[config.mk]
export PLATFORM = sky130hd
export DESIGN_NAME = audio_frame_deframer_flat
export DESIGN_NICKNAME = d
export VERILOG_FILES = /design/src/sv/afd_pkg.sv /design/src/sv/afd_if.sv /design/src/sv/audio_frame_deframer.sv /design/src/sv/afd_ctrl.sv /design/src/sv/afd_dpath.sv /design/src/flat_wrapper.sv
export SDC_FILE = /design/constraint.sdc
export NUM_CORES = 2
export LEC_CHECK = 0
export BUFFER_PORTS_ARGS = -buffer_cell sky130_fd_sc_hd__clkbuf_2
export CAP_MARGIN = 20
export CORE_ASPECT_RATIO = 0.7
export CORE_MARGIN = 3
export CORE_UTILIZATION = 30
export DETAILED_ROUTE_END_ITERATION = 8
export HOLD_SLACK_MARGIN = 0.06
export PLACE_DENSITY = 0.42
export SYNTH_ARGS = -nofsm -noshare
export SYNTH_HDL_FRONTEND = slang
export SYNTH_SLANG_ARGS = --single-unit
[constraint.sdc]
create_clock -name clk_i -period 6.8 [get_ports clk_i]
set_input_delay 1.02 -clock clk_i [delete_from_list [all_inputs] [get_ports clk_i]]
set_output_delay 1.02 -clock clk_i [all_outputs]
set_load 0.02 [all_outputs]
[src/sv/afd_pkg.sv]
`timescale 1ns / 1ps
// shared types and constants of the audio frame deframer
// no dependencies
package afd_pkg;

  localparam int unsigned HDR_BYTES  = 20;
  localparam int unsigned MUL_STEPS  = 19;
  localparam int unsigned PROD_W     = 86;
  localparam int unsigned DIV_DIGITS = 7;

  localparam logic [31:0] FRAME_MAGIC = 32'h4D52_4641;
  localparam logic [18:0] LEN_CAP     = 19'd262144;
  localparam logic [29:0] NS_PER_SEC  = 30'd1000000000;
  // 1e9 is 2^9 times this odd part
  localparam logic [20:0] PTS_DIV     = 21'd1953125;
  // floor(2^32 / PTS_DIV), the estimate is low by at most one
  localparam logic [11:0] PTS_RECIP   = 12'd2199;

  localparam logic [7:0]  CH_RST   = 8'd2;
  localparam logic [3:0]  SB_RST   = 4'd4;
  localparam logic [18:0] RATE_RST = 19'd48000;

  localparam logic [1:0] CFG_CHANNELS = 2'd0;
  localparam logic [1:0] CFG_SAMPLEB  = 2'd1;
  localparam logic [1:0] CFG_RATE     = 2'd2;
  localparam logic [1:0] CFG_MAXLEN   = 2'd3;

  localparam logic [1:0] KIND_HEADER  = 2'd0;
  localparam logic [1:0] KIND_PAYLOAD = 2'd1;
  localparam logic [1:0] KIND_DROP    = 2'd2;

  typedef enum logic [2:0] {
    ST_SEARCH,
    ST_MUL,
    ST_DIV,
    ST_EMIT,
    ST_COPY,
    ST_DISCARD
  } state_e;

  typedef struct packed {
    logic win_shift;
    logic capture;
    logic mul_step;
    logic div_step;
    logic emit;
    logic copy_step;
    logic disc_step;
  } cmd_t;

  typedef struct packed {
    logic hdr_hit;
    logic cnt_zero;
    logic frames_zero;
    logic len_zero;
    logic copy_one;
    logic disc_zero;
    logic disc_one;
    logic slot_free;
  } sts_t;

endpackage

[src/sv/afd_if.sv]
`timescale 1ns / 1ps
// byte input and result output channels of the deframer
// no dependencies
interface afd_in_if;
  logic       valid;
  logic       ready;
  logic [7:0] in_byte;
  modport source (output valid, output in_byte, input ready);
  modport sink (input valid, input in_byte, output ready);
endinterface

interface afd_out_if;
  logic        valid;
  logic        ready;
  logic [1:0]  kind;
  logic [62:0] pts;
  logic [18:0] frame_count;
  logic [7:0]  data_byte;
  logic        last;
  modport source (output valid, output kind, output pts, output frame_count,
                  output data_byte, output last, input ready);
  modport sink (input valid, input kind, input pts, input frame_count,
                input data_byte, input last, output ready);
endinterface

[src/sv/audio_frame_deframer.sv]
`timescale 1ns / 1ps
// channel    | dir | payload                                   | accepted when
// in_if      | in  | in_byte                                   | valid & ready
// out_if     | out | kind, pts, frame_count, data_byte, last   | valid & ready
// cfg        | in  | cfg_idx_i, cfg_data_i                     | cfg_we_i
//
// search and tail bytes are accepted whenever offered.
// a good header stalls input through 19 shift-add multiply steps (one per sample
// rate bit), then a divide by 1e9 in seven 11-bit digits (estimate then
// correct), then until the result register is loaded, which waits while it
// is still full; the frame divide runs beside the multiply.
// payload bytes wait only while the result register is full and not taken.
// reset leaves the window empty and the block searching; no clearing pass.
// depends on afd_pkg, afd_if, afd_ctrl, afd_dpath
module audio_frame_deframer (
  input  logic        clk_i,
  input  logic        rst_ni,
  afd_in_if.sink      in_if,
  afd_out_if.source   out_if,
  input  logic        cfg_we_i,
  input  logic [1:0]  cfg_idx_i,
  input  logic [18:0] cfg_data_i
);

  afd_pkg::cmd_t cmd;
  afd_pkg::sts_t sts;

  afd_ctrl u_ctrl (
    .clk_i      (clk_i),
    .rst_ni     (rst_ni),
    .in_valid_i (in_if.valid),
    .in_ready_o (in_if.ready),
    .sts_i      (sts),
    .cmd_o      (cmd)
  );

  afd_dpath u_dpath (
    .clk_i         (clk_i),
    .rst_ni        (rst_ni),
    .cfg_we_i      (cfg_we_i),
    .cfg_idx_i     (cfg_idx_i),
    .cfg_data_i    (cfg_data_i),
    .in_byte_i     (in_if.in_byte),
    .cmd_i         (cmd),
    .sts_o         (sts),
    .out_valid_o   (out_if.valid),
    .out_ready_i   (out_if.ready),
    .kind_o        (out_if.kind),
    .pts_o         (out_if.pts),
    .frame_count_o (out_if.frame_count),
    .data_byte_o   (out_if.data_byte),
    .last_o        (out_if.last)
  );

endmodule

[src/sv/afd_ctrl.sv]
`timescale 1ns / 1ps
// deframer controller: phase and arithmetic sequencing
// depends on afd_pkg
module afd_ctrl (
  input  logic            clk_i,
  input  logic            rst_ni,
  input  logic            in_valid_i,
  output logic            in_ready_o,
  input  afd_pkg::sts_t   sts_i,
  output afd_pkg::cmd_t   cmd_o
);

  afd_pkg::state_e state_q, state_d;
  logic acc;

  always_ff @(posedge clk_i or negedge rst_ni) begin
    if (!rst_ni) begin
      state_q <= afd_pkg::ST_SEARCH;
    end else begin
      state_q <= state_d;
    end
  end

  always_comb begin
    unique case (state_q)
      afd_pkg::ST_SEARCH, afd_pkg::ST_DISCARD: in_ready_o = 1'b1;
      afd_pkg::ST_COPY: in_ready_o = sts_i.slot_free;
      default: in_ready_o = 1'b0;
    endcase
  end

  assign acc = in_valid_i & in_ready_o;

  always_comb begin
    state_d = state_q;
    unique case (state_q)
      afd_pkg::ST_SEARCH: begin
        if (acc && sts_i.hdr_hit) state_d = afd_pkg::ST_MUL;
      end
      afd_pkg::ST_MUL: begin
        if (sts_i.cnt_zero) state_d = afd_pkg::ST_DIV;
      end
      afd_pkg::ST_DIV: begin
        if (sts_i.cnt_zero) state_d = afd_pkg::ST_EMIT;
      end
      afd_pkg::ST_EMIT: begin
        if (sts_i.slot_free) begin
          if (!sts_i.frames_zero) state_d = afd_pkg::ST_COPY;
          else if (sts_i.len_zero) state_d = afd_pkg::ST_SEARCH;
          else state_d = afd_pkg::ST_DISCARD;
        end
      end
      afd_pkg::ST_COPY: begin
        if (acc && sts_i.copy_one)
          state_d = sts_i.disc_zero ? afd_pkg::ST_SEARCH : afd_pkg::ST_DISCARD;
      end
      afd_pkg::ST_DISCARD: begin
        if (acc && sts_i.disc_one) state_d = afd_pkg::ST_SEARCH;
      end
      default: state_d = afd_pkg::ST_SEARCH;
    endcase
  end

  always_comb begin
    cmd_o           = '0;
    cmd_o.win_shift = acc && (state_q == afd_pkg::ST_SEARCH);
    cmd_o.capture   = acc && (state_q == afd_pkg::ST_SEARCH) && sts_i.hdr_hit;
    cmd_o.mul_step  = (state_q == afd_pkg::ST_MUL);
    cmd_o.div_step  = (state_q == afd_pkg::ST_DIV);
    cmd_o.emit      = (state_q == afd_pkg::ST_EMIT) && sts_i.slot_free;
    cmd_o.copy_step = acc && (state_q == afd_pkg::ST_COPY);
    cmd_o.disc_step = acc && (state_q == afd_pkg::ST_DISCARD);
  end

endmodule

[src/sv/afd_dpath.sv]
`timescale 1ns / 1ps
// deframer datapath: header window, config, serial multiply and divides, result register
// depends on afd_pkg
module afd_dpath (
  input  logic          clk_i,
  input  logic          rst_ni,
  input  logic          cfg_we_i,
  input  logic [1:0]    cfg_idx_i,
  input  logic [18:0]   cfg_data_i,
  input  logic [7:0]    in_byte_i,
  input  afd_pkg::cmd_t cmd_i,
  output afd_pkg::sts_t sts_o,
  output logic          out_valid_o,
  input  logic          out_ready_i,
  output logic [1:0]    kind_o,
  output logic [62:0]   pts_o,
  output logic [18:0]   frame_count_o,
  output logic [7:0]    data_byte_o,
  output logic          last_o
);

  logic [7:0]  ch_q;
  logic [3:0]  sb_q;
  logic [18:0] rate_q;
  logic [18:0] maxlen_q;

  always_ff @(posedge clk_i or negedge rst_ni) begin
    if (!rst_ni) begin
      ch_q     <= afd_pkg::CH_RST;
      sb_q     <= afd_pkg::SB_RST;
      rate_q   <= afd_pkg::RATE_RST;
      maxlen_q <= afd_pkg::LEN_CAP;
    end else if (cfg_we_i) begin
      unique case (cfg_idx_i)
        afd_pkg::CFG_CHANNELS: ch_q     <= cfg_data_i[7:0];
        afd_pkg::CFG_SAMPLEB:  sb_q     <= cfg_data_i[3:0];
        afd_pkg::CFG_RATE:     rate_q   <= cfg_data_i;
        afd_pkg::CFG_MAXLEN:   maxlen_q <= cfg_data_i;
        default: ;
      endcase
    end
  end

  // effective settings: zero channels, sample bytes or rate mean the reset value; limit capped
  logic [7:0]  ch_eff;
  logic [3:0]  sb_eff;
  logic [18:0] rate_eff;
  logic [18:0] limit;
  assign ch_eff   = (ch_q == 8'd0) ? afd_pkg::CH_RST : ch_q;
  assign sb_eff   = (sb_q == 4'd0) ? afd_pkg::SB_RST : sb_q;
  assign rate_eff = (rate_q == 19'd0) ? afd_pkg::RATE_RST : rate_q;
  assign limit    = (maxlen_q > afd_pkg::LEN_CAP) ? afd_pkg::LEN_CAP : maxlen_q;

  // header window, oldest byte at index 0
  logic [7:0] win_q [afd_pkg::HDR_BYTES];
  logic [7:0] nwin  [afd_pkg::HDR_BYTES];
  logic [4:0] fill_q;

  always_comb begin
    for (int i = 0; i < afd_pkg::HDR_BYTES - 1; i++) nwin[i] = win_q[i+1];
    nwin[afd_pkg::HDR_BYTES-1] = in_byte_i;
  end

  logic [31:0] magic;
  logic [63:0] ts;
  logic [31:0] len;
  logic        full_next;
  logic        good;
  assign magic = {nwin[3], nwin[2], nwin[1], nwin[0]};
  assign ts    = {nwin[11], nwin[10], nwin[9], nwin[8], nwin[7], nwin[6], nwin[5], nwin[4]};
  assign len   = {nwin[15], nwin[14], nwin[13], nwin[12]};
  assign full_next = (fill_q == 5'(afd_pkg::HDR_BYTES - 1));
  assign good = (magic == afd_pkg::FRAME_MAGIC) && (len <= {13'd0, limit});

  always_ff @(posedge clk_i) begin
    if (cmd_i.win_shift) begin
      for (int i = 0; i < afd_pkg::HDR_BYTES; i++) win_q[i] <= nwin[i];
    end
  end

  always_ff @(posedge clk_i or negedge rst_ni) begin
    if (!rst_ni) begin
      fill_q <= '0;
    end else if (cmd_i.win_shift) begin
      if (!full_next) fill_q <= fill_q + 5'd1;
      else if (good) fill_q <= '0;
    end
  end

  // arithmetic: ts*rate by shift-add, len/(ch*bps) bit serial beside it,
  // then /1e9 as /2^9 and seven 11-bit digits by reciprocal estimate
  logic [6:0]                    cnt_q;
  logic [afd_pkg::PROD_W-1:0]    prod_q;
  logic [18:0]                   rsh_q;
  logic [63:0]                   ts_q;
  logic [18:0]                   len_q;
  logic [11:0]                   dv_q;
  logic [18:0]                   fq_q;
  logic [11:0]                   frem_q;
  logic [20:0]                   drem_q;
  logic [31:0]                   dy_q;
  logic [10:0]                   qe_q;
  logic [62:0]                   quo_q;
  logic [18:0]                   copy_q;
  logic [18:0]                   disc_q;

  logic [12:0] fr;
  logic        fge;
  logic [30:0] fcopy;
  logic [31:0] dy;
  logic [42:0] dyr;
  logic [31:0] dqd;
  logic [31:0] dr0;
  logic        dfix;
  assign fr    = {frem_q, fq_q[18]};
  assign fge   = fr >= {1'b0, dv_q};
  assign fcopy = fq_q * dv_q;
  assign dy    = {drem_q, prod_q[afd_pkg::PROD_W-1 -: 11]};
  assign dyr   = dy * afd_pkg::PTS_RECIP;
  assign dqd   = qe_q * afd_pkg::PTS_DIV;
  assign dr0   = dy_q - dqd;
  assign dfix  = dr0 >= {11'd0, afd_pkg::PTS_DIV};

  always_ff @(posedge clk_i) begin
    if (cmd_i.capture) begin
      cnt_q  <= 7'(afd_pkg::MUL_STEPS - 1);
      prod_q <= '0;
      rsh_q  <= rate_eff;
      ts_q   <= ts;
      len_q  <= len[18:0];
      dv_q   <= ch_eff * sb_eff;
      fq_q   <= len[18:0];
      frem_q <= '0;
    end else if (cmd_i.mul_step) begin
      prod_q <= {prod_q[afd_pkg::PROD_W-2:0], 1'b0}
                + (rsh_q[18] ? {22'd0, ts_q} : '0);
      rsh_q  <= {rsh_q[17:0], 1'b0};
      fq_q   <= {fq_q[17:0], fge};
      frem_q <= fge ? 12'(fr - {1'b0, dv_q}) : fr[11:0];
      drem_q <= '0;
      quo_q  <= '0;
      cnt_q  <= (cnt_q == 7'd0) ? 7'(2 * afd_pkg::DIV_DIGITS - 1) : cnt_q - 7'd1;
    end else if (cmd_i.div_step) begin
      if (cnt_q[0]) begin
        // estimate the digit and bring the next chunk up
        dy_q   <= dy;
        qe_q   <= dyr[42:32];
        prod_q <= {prod_q[afd_pkg::PROD_W-12:0], 11'd0};
      end else begin
        drem_q <= dfix ? 21'(dr0 - {11'd0, afd_pkg::PTS_DIV}) : dr0[20:0];
        quo_q  <= {quo_q[51:0], dfix ? qe_q + 11'd1 : qe_q};
      end
      cnt_q <= cnt_q - 7'd1;
    end
  end

  always_ff @(posedge clk_i) begin
    if (cmd_i.emit) begin
      copy_q <= fcopy[18:0];
      disc_q <= (fq_q == 19'd0) ? len_q : len_q - fcopy[18:0];
    end else begin
      if (cmd_i.copy_step) copy_q <= copy_q - 19'd1;
      if (cmd_i.disc_step) disc_q <= disc_q - 19'd1;
    end
  end

  // result register
  logic        ovalid_q;
  logic [1:0]  kind_q;
  logic [62:0] pts_q;
  logic [18:0] fc_q;
  logic [7:0]  db_q;
  logic        last_q;
  logic        slot_free;
  assign slot_free = !ovalid_q || out_ready_i;

  always_ff @(posedge clk_i or negedge rst_ni) begin
    if (!rst_ni) begin
      ovalid_q <= 1'b0;
    end else if (cmd_i.emit || cmd_i.copy_step) begin
      ovalid_q <= 1'b1;
    end else if (out_ready_i) begin
      ovalid_q <= 1'b0;
    end
  end

  always_ff @(posedge clk_i) begin
    if (cmd_i.emit) begin
      kind_q <= (fq_q == 19'd0) ? afd_pkg::KIND_DROP : afd_pkg::KIND_HEADER;
      pts_q  <= (fq_q == 19'd0) ? '0 : quo_q;
      fc_q   <= fq_q;
      db_q   <= '0;
      last_q <= 1'b0;
    end else if (cmd_i.copy_step) begin
      kind_q <= afd_pkg::KIND_PAYLOAD;
      pts_q  <= '0;
      fc_q   <= '0;
      db_q   <= in_byte_i;
      last_q <= (copy_q == 19'd1);
    end
  end

  assign out_valid_o   = ovalid_q;
  assign kind_o        = kind_q;
  assign pts_o         = pts_q;
  assign frame_count_o = fc_q;
  assign data_byte_o   = db_q;
  assign last_o        = last_q;

  assign sts_o.hdr_hit     = full_next && good;
  assign sts_o.cnt_zero    = (cnt_q == 7'd0);
  assign sts_o.frames_zero = (fq_q == 19'd0);
  assign sts_o.len_zero    = (len_q == 19'd0);
  assign sts_o.copy_one    = (copy_q == 19'd1);
  assign sts_o.disc_zero   = (disc_q == 19'd0);
  assign sts_o.disc_one    = (disc_q == 19'd1);
  assign sts_o.slot_free   = slot_free;

endmodule

[src/flat_wrapper.sv]
// flat-port wrapper written by rule: the top's interface ports become plain ports
module audio_frame_deframer_flat 
  (clk_i, rst_ni, cfg_we_i, cfg_idx_i, cfg_data_i, in_if_valid, in_if_in_byte, in_if_ready, out_if_valid, out_if_kind, out_if_pts, out_if_frame_count, out_if_data_byte, out_if_last, out_if_ready);
  afd_in_if in_if_i ();
  afd_out_if out_if_i ();
  input  logic clk_i;
  input  logic rst_ni;
  input  logic cfg_we_i;
  input  logic [1:0] cfg_idx_i;
  input  logic [18:0] cfg_data_i;
  input wire logic [$bits(in_if_i.valid)-1:0] in_if_valid;
  input wire logic [$bits(in_if_i.in_byte)-1:0] in_if_in_byte;
  output wire logic [$bits(in_if_i.ready)-1:0] in_if_ready;
  output wire logic [$bits(out_if_i.valid)-1:0] out_if_valid;
  output wire logic [$bits(out_if_i.kind)-1:0] out_if_kind;
  output wire logic [$bits(out_if_i.pts)-1:0] out_if_pts;
  output wire logic [$bits(out_if_i.frame_count)-1:0] out_if_frame_count;
  output wire logic [$bits(out_if_i.data_byte)-1:0] out_if_data_byte;
  output wire logic [$bits(out_if_i.last)-1:0] out_if_last;
  input wire logic [$bits(out_if_i.ready)-1:0] out_if_ready;
  assign in_if_i.valid = in_if_valid;
  assign in_if_i.in_byte = in_if_in_byte;
  assign in_if_ready = in_if_i.ready;
  assign out_if_valid = out_if_i.valid;
  assign out_if_kind = out_if_i.kind;
  assign out_if_pts = out_if_i.pts;
  assign out_if_frame_count = out_if_i.frame_count;
  assign out_if_data_byte = out_if_i.data_byte;
  assign out_if_last = out_if_i.last;
  assign out_if_i.ready = out_if_ready;
  audio_frame_deframer u_core (.clk_i(clk_i), .rst_ni(rst_ni), .in_if(in_if_i), .out_if(out_if_i), .cfg_we_i(cfg_we_i), .cfg_idx_i(cfg_idx_i), .cfg_data_i(cfg_data_i));
endmodule
# Yosys cells after proc, flatten, opt, wreduce, memory -nomap -nowiden
# Memories as Yosys holds them, arrays and structs flattened.
# Index checks and enable logic that the tools add are counted.
# totals
elab_cells	158
n_memories	1
inputBits	34
latchBits	0
rom_bits	0
out_inout_bits	95
ramBits	160
ff_bits	555
# mem_list
name	depth	width	rd	rd_clocked_by_memory_dff	wr	line	rtl
u_core.u_dpath.win_q	20	8	19	0	20	afd_dpath.sv:55	logic [7:0] win_q [afd_pkg::HDR_BYTES];
# op_classes
n_mul	4
n_bitwise	3
n_addsub	10
reduce_logical	38
n_eq_ne	20
n_div	0
order_cmp	4
n_shift	0
mux	52
# ops
cell	n
2-to-1 mux 63 bit	5
2-to-1 mux 86 bit	3
2-to-1 mux 19 bit	13
adder 86 x 64 -> 86 bit	1
logical NOT 19 bit	4
2-to-1 mux 64 bit	1
2-to-1 mux 21 bit	3
multiplier 32 x 12 -> 43 bit, second input constant	1
equality test 19 x 1 -> 1 bit, second input constant	2
subtractor 19 x 1 -> 19 bit, second input constant	2
equality test 32 x 31 -> 1 bit, second input constant	1
>= comparator 32 x 21 -> 1 bit, second input constant	1
less-or-equal comparator 32 x 19 -> 1 bit	1
multiplier 11 x 21 -> 32 bit, second input constant	1
subtractor 32 bit	1
2-to-1 mux 3 bit	9
2-to-1 mux 7 bit	3
subtractor 21 bit, second input constant	1
greater-than comparator 19 bit, second input constant	1
multiplier 19 x 12 -> 19 bit	1
subtractor 19 bit	1
one-hot mux 3 bit (6 select lines)	1
>= comparator 13 x 12 -> 1 bit	1
multiplier 8 x 4 -> 12 bit	1
36 further kinds	72

# Depth between registers and ports, before layout
# depth
ltp_word	8
ltp_mapped	28
mapped_depth_nobuf	27

# Hierarchy
# From an unflattened synthesis, not the netlist that was laid out.
# hier_totals
cells_unflattened	4648
area_unflattened_um2	49801.5
# by_module_without_submodules
module	cells_each	area_each_um2	instances	seq_area_each_um2
afd_dpath	4600	49423.7	1	19731.4
afd_ctrl	48	377.9	1	75.1

# Worst setup path before layout
# Ideal clock, no wire load.
# synth_path
path_type	register to register
from	reg u_core.u_dpath.maxlen_q[0]
to	reg u_core.u_dpath.dv_q[0], enable pin
required_time_ps	6303
n_path_buf	3
path_stages_with_launch	16
arrival_time_ps	6769
setup_ps	497
synth_period_minus_slack_ps	7266
path_slack_ps	-466
path_cell_list	dfrtp_1 or4_1 o41ai_1 nand2_1 ha_1 o21a_1 o21a_1 o21a_1 o21a_1 o21ai_0 a31oi_1 o21ai_0 and4b_1 clkbuf_1 clkbuf_1 clkbuf_1
# synth_rtl
element	line	rtl
start, declared	afd_dpath.sv:25	logic [18:0] maxlen_q;
start signal, assigned	afd_dpath.sv:32	maxlen_q <= afd_pkg::LEN_CAP;
start signal, assigned	afd_dpath.sv:38	afd_pkg::CFG_MAXLEN: maxlen_q <= cfg_data_i;
end signal, assigned	afd_dpath.sv:131	dv_q <= ch_eff * sb_eff;
end, declared	afd_dpath.sv:97	logic [11:0] dv_q;

# Final worst setup path
# layout_path
from	reg u_core.u_dpath.qe_q[6]
to	reg u_core.u_dpath.drem_q[15], data pin
# layout_between
elab_chain_len	6
word_cells_on_any_way	7
cone_classes	add/sub (2); mul (1); order compare (1); mux (3)
# layout_rtl
element	line	rtl
start, declared	afd_dpath.sv:102	logic [10:0] qe_q;
start signal, assigned	afd_dpath.sv:147	qe_q <= dyr[42:32];
multiplier 11 x 21 -> 32 bit *	afd_dpath.sv:120	assign dqd = qe_q * afd_pkg::PTS_DIV;
subtractor 32 bit *	afd_dpath.sv:121	assign dr0 = dy_q - dqd;
>= comparator 32 x 21 -> 1 bit or subtractor 21 bit (tied branches)	afd_dpath.sv:122, afd_dpath.sv:150	
2-to-1 mux 21 bit *	afd_dpath.sv:150	drem_q <= dfix ? 21'(dr0 - {11'd0, afd_pkg::PTS_DIV}) : dr0[20:0];
2-to-1 mux 21 bit *	afd_dpath.sv:144	if (cnt_q[0]) begin
2-to-1 mux 21 bit *	afd_dpath.sv:143	end else if (cmd_i.div_step) begin
end signal, assigned	afd_dpath.sv:150	
end, declared	afd_dpath.sv:100	logic [20:0] drem_q;
# Every way passes the cells marked *; elsewhere a longest branch is shown, timed or not. The select of a mux whose other input is x is not followed.
# A chain may end at the register's enable or synchronous reset.

==> results.py <==
metrics = {
    "yosys": {
        "synthesis.nets": 5523,
        "synth_edf_count": 534,
        "async_reset_ff_share_pct": 8.35,
        "avgSynthCellArea_um2": 10.5,
        "syn_inst": 4732,
        "synth-seq-cells": 707,
        "ys_seq_area_share_pct": 39.9,
        "yosys_most_used_dff": "edfxtp_1",
        "synth_cell_types": 91,
        "synth.yosys.warnings": 0,
        "syn-cell-area_um2": 49700,
    },
    "die": {
        "core_um2": 164000,
        "initial_core_util_pct": 30.3,
        "rows": 124,
        "die_width_um": 492,
        "die-area_um2": 171000,
        "die_h_um": 346,
        "pin_count": 129,
    },
    "setup_path": {
        "worstPathArrival_ps": 7060,
        "r2r-end": "u_core.u_dpath.drem_q[15]",
        "crit_path_max_incr_delay_ps": 560,
        "timing.rr.start": "u_core.u_dpath.qe_q[6]",
        "path_class": "reg2reg",
        "r2r_cells": 24,
        "r2r_slack_ps": 270,
        "path_max_fanout": 16,
        "critPathLaunchType": "flop",
        "critPathCaptureType": "flop",
        "crit_path_frequent_cell": "fa_1",
        "startpoint": "u_core.u_dpath.qe_q[6]",
        "worstPathRequired_ps": 7330,
        "cp-endpoint": "u_core.u_dpath.drem_q[15]",
        "slowest_stage": "fa_1",
        "path_cells": "ha_1 -> buf_4 -> fa_1 -> fa_1 -> inv_1 -> fa_1 -> inv_1 -> fa_1 -> inv_1 -> ha_1 -> a21oi_2 -> o21ai_0 -> a21oi_1 -> o21bai_1 -> a221oi_1 -> o21ai_1 -> o31ai_2 -> mux2i_2 -> nor4b_4 -> buf_4 -> buf_12 -> buf_4 -> or3_1 -> a21oi_1",
    },
    "timing": {
        "post-route-period-util_pct": 96.0,
        "skew_ps": 27.7,
        "finalHoldViolations": 0,
        "setup_violations": 0,
        "timing.final.ws_setup_ps": 270,
        "tightest_slew_ps": 1020,
        "hold_ws_ps": 421,
        "slew_violations": 0,
        "period_needed_ps": 6530,
        "relSlewSlack_pct": 32.0,
        "fmax_ghz": 0.153,
    },
    "clock_tree": {
        "htree_num_levels": 3,
        "cts-buffers-inserted": 81,
        "clock_sinks": 707,
        "tritoncts": "done",
        "clk_pin_slew_ps": 60,
        "clk_latency_ps": 690,
        "max-clock-path-buffers": 3,
        "root_buffer": "clkbuf_16",
        "hold_buffers": 0,
    },
    "route": {
        "drt-initial-drc-count": 2434,
        "antenna_left": 0,
        "via_per_inst": 4.71,
        "vias": 34200,
        "firstDrtPassIters": 5,
        "wl_per_cell_um": 19.3,
        "drc": 0,
        "routed_wl_um": 140000,
    },
    "run": {
        "drv_cap": 0,
    },
    "global_route": {
        "grt_max_degree": 157,
        "track_usage_pct": 16.3,
        "overflow": 0,
        "grt_pass1_wl_um": 216000,
        "grt_antenna_before_repair": 7,
        "grt_pass1_vias": 33800,
    },
    "finish": {
        "fin_nets": 5796,
        "drive_gt1_share_pct": 13.7,
        "area_growth_pct": 15.6,
    },
    "place": {
        "dp_hpwl_um": 105000,
        "gp_congestion": 0.824,
        "post-place-ws_ps": -111,
        "port-buffer-count": 128,
    },
    "power_and_ir_drop": {
        "ir_worst_vdd_mv": 0.163,
        "powerDensity_nw_per_um2": 173,
        "leakage_nw": 24.5,
    },
    "min_path": {
        "hold_class": "reg2reg",
    },
    "outcome": {
        "status": "completed",
    },
}
-- how the worst min path moves through the flow --
stage | cells after the start | slack (ps) | to | start
6_report | 0 | 420 | u_core.u_dpath.win_q[4][9] | u_core.u_dpath.win_q[4][17]
5_1_grt | 0 | 430 | u_core.u_dpath.win_q[4][0] | u_core.u_dpath.win_q[4][8]
4_1_cts | 0 | 420 | u_core.u_dpath.win_q[4][8] | u_core.u_dpath.win_q[4][16]
3_5_place_dp | 0 | 400 | u_core.u_dpath.win_q[4][0] | u_core.u_dpath.win_q[4][8]
3_3_place_gp | 0 | 400 | u_core.u_dpath.win_q[4][21] | u_core.u_dpath.win_q[4][29]
2_1_floorplan | 0 | 400 | u_core.u_dpath.win_q[4][0] | u_core.u_dpath.win_q[4][8]
-- report_power, final --
group          total (W)  internal, W  switching [W]
sequential       0.00482      0.00473      0.0000832
combinational   0.000693     0.000266       0.000427
clock            0.00443      0.00250        0.00193
total            0.00993      0.00749        0.00244
-- routing by layer --
layer / routed length [um] / GRT usage (%)
met3: 7680 / 3.33
met1: 77200 / 27.0
met5: 0 / 0
met2: 53700 / 21.4
met4: 1730 / 2.62
-- synthesized netlist by cell type, types with 8 or more instances --
library cell / count / area [um^2]
inv_1: 630 / 2360
edfxtp_1: 534 / 16000
nand2_1: 473 / 1780
ha_1: 413 / 5170
fa_1: 344 / 6890
and2_1: 278 / 1740
a21oi_1: 276 / 1380
nor2_1: 216 / 811
xnor2_1: 148 / 1300
clkbuf_1: 147 / 552
o21ai_0: 126 / 631
dfxtp_1: 114 / 2280
a21o_1: 78 / 586
nor3_1: 78 / 390
xor2_1: 77 / 674
mux2_2: 71 / 800
nand3_1: 66 / 330
dfrtp_1: 49 / 1230
and3_1: 47 / 294
nand4_1: 39 / 244
a211oi_1: 38 / 285
nor2b_1: 38 / 238
nor4_1: 35 / 219
or3_1: 34 / 213
o21a_1: 27 / 203
a31oi_1: 26 / 163
mux2i_1: 25 / 250
nand2b_1: 23 / 144
o211ai_1: 22 / 165
o21bai_1: 17 / 128
o31ai_1: 15 / 113
o22ai_1: 14 / 87.6
buf_1: 13 / 48.8
nand3b_1: 13 / 97.6
a31o_2: 11 / 96.3
dfstp_2: 10 / 263
a2111oi_0: 8 / 70.1
or2_2: 8 / 50.1
or4_1: 8 / 60.1
-- cells in the final DEF (no fill, tap or decap), types with 66 or more instances in the layout --
cell type	Yosys	final
a21o_1	78	78
clkbuf_16	0	82
nand3_1	66	66
and2_1	278	277
xor2_1	77	76
fa_1	344	340
xnor2_1	148	148
clkbuf_2	3	128
inv_1	630	620
buf_4	2	216
nor3_1	78	70
mux2_2	71	71
ha_1	413	389
a21oi_1	276	271
o21ai_0	126	115
edfxtp_1	534	534
nor2_1	216	211
dfxtp_1	114	114
nand2_1	473	470
-- per-stage QoR --
| stage | instance area (um^2) | cells | setup TNS [ps] | power, W | utilization, % |
|---|---|---|---|---|---|
| after floorplan | 49700 | 4732 | 0 | 0.00532 | - |
| after global placement | 54000 | 7085 | -357 | 0.00560 | 33.0 |
| after detailed placement | 54000 | 7086 | -992 | 0.00560 | 33.0 |
| after CTS | 56700 | 7237 | 0 | 0.0101 | 34.6 |
| after global routing | 57400 | 7273 | -38.4 | 0.0104 | 35.0 |
| final | 57400 | 7273 | 0 | 0.00993 | 35.0 |
-- critical path, delay by kind of cell, from the launching register on --
kind,cells,cell delay [ps]
adder cells (fa/ha/maj),6,2830
AND/OR/NAND/NOR,2,430
AO/OA/AOI/OAI,8,1480
flip-flops,1,540
multiplexers,1,330
buffers and inverters,7,770
-- kinds of logic (layout without fill, tap and decap cells) --
logic type | after synthesis | count (layout) | synth area share (%)
AND/OR/NAND/NOR | 1392 | 1392 | 14.0
buffers and inverters | 804 | 1139 | 6.13
adder cells (fa/ha/maj) | 760 | 760 | 24.3
AO/OA/AOI/OAI | 748 | 748 | 9.60
flip-flops | 707 | 707 | 39.9
XOR/XNOR | 225 | 225 | 3.97
multiplexers | 96 | 96 | 2.11
other | 0 | 1 | 0
-- cell type report --
type | count | area, um^2
repair buffers | 362 | 2530
diodes | 1 | 2.50
fillers | 16600 | 106000
flip-flops and latches | 707 | 19800
clock buffers | 101 | 2150
clock inverters | 44 | 447
well taps | 2205 | 2760
multi-input cells | 3221 | 27300
inverters | 632 | 2380
-- what timing repair did --
| action | in CTS | in global routing |
|---|---|---|
| buffers inserted | 6 | 34 |
| resized for setup | 5 | 105 |
| pin swaps | 4 | 56 |
| endpoints found under the setup margin | 26 | 36 |
| gates cloned | 0 | 1 |
-- flip-flops by register name, indices dropped and copies added (netlist names), 21 cells and up --
| name | cells |
|---|---|
| u_core.u_dpath.win_q | 152 |
| u_core.u_dpath.prod_q | 86 |
| u_core.u_dpath.ts_q | 64 |
| u_core.u_dpath.pts_o | 63 |
| u_core.u_dpath.quo_q | 63 |
| u_core.u_dpath.dy_q | 32 |
| u_core.u_dpath.drem_q | 21 |
No activity file was read; power rests on OpenSTA's default activity.
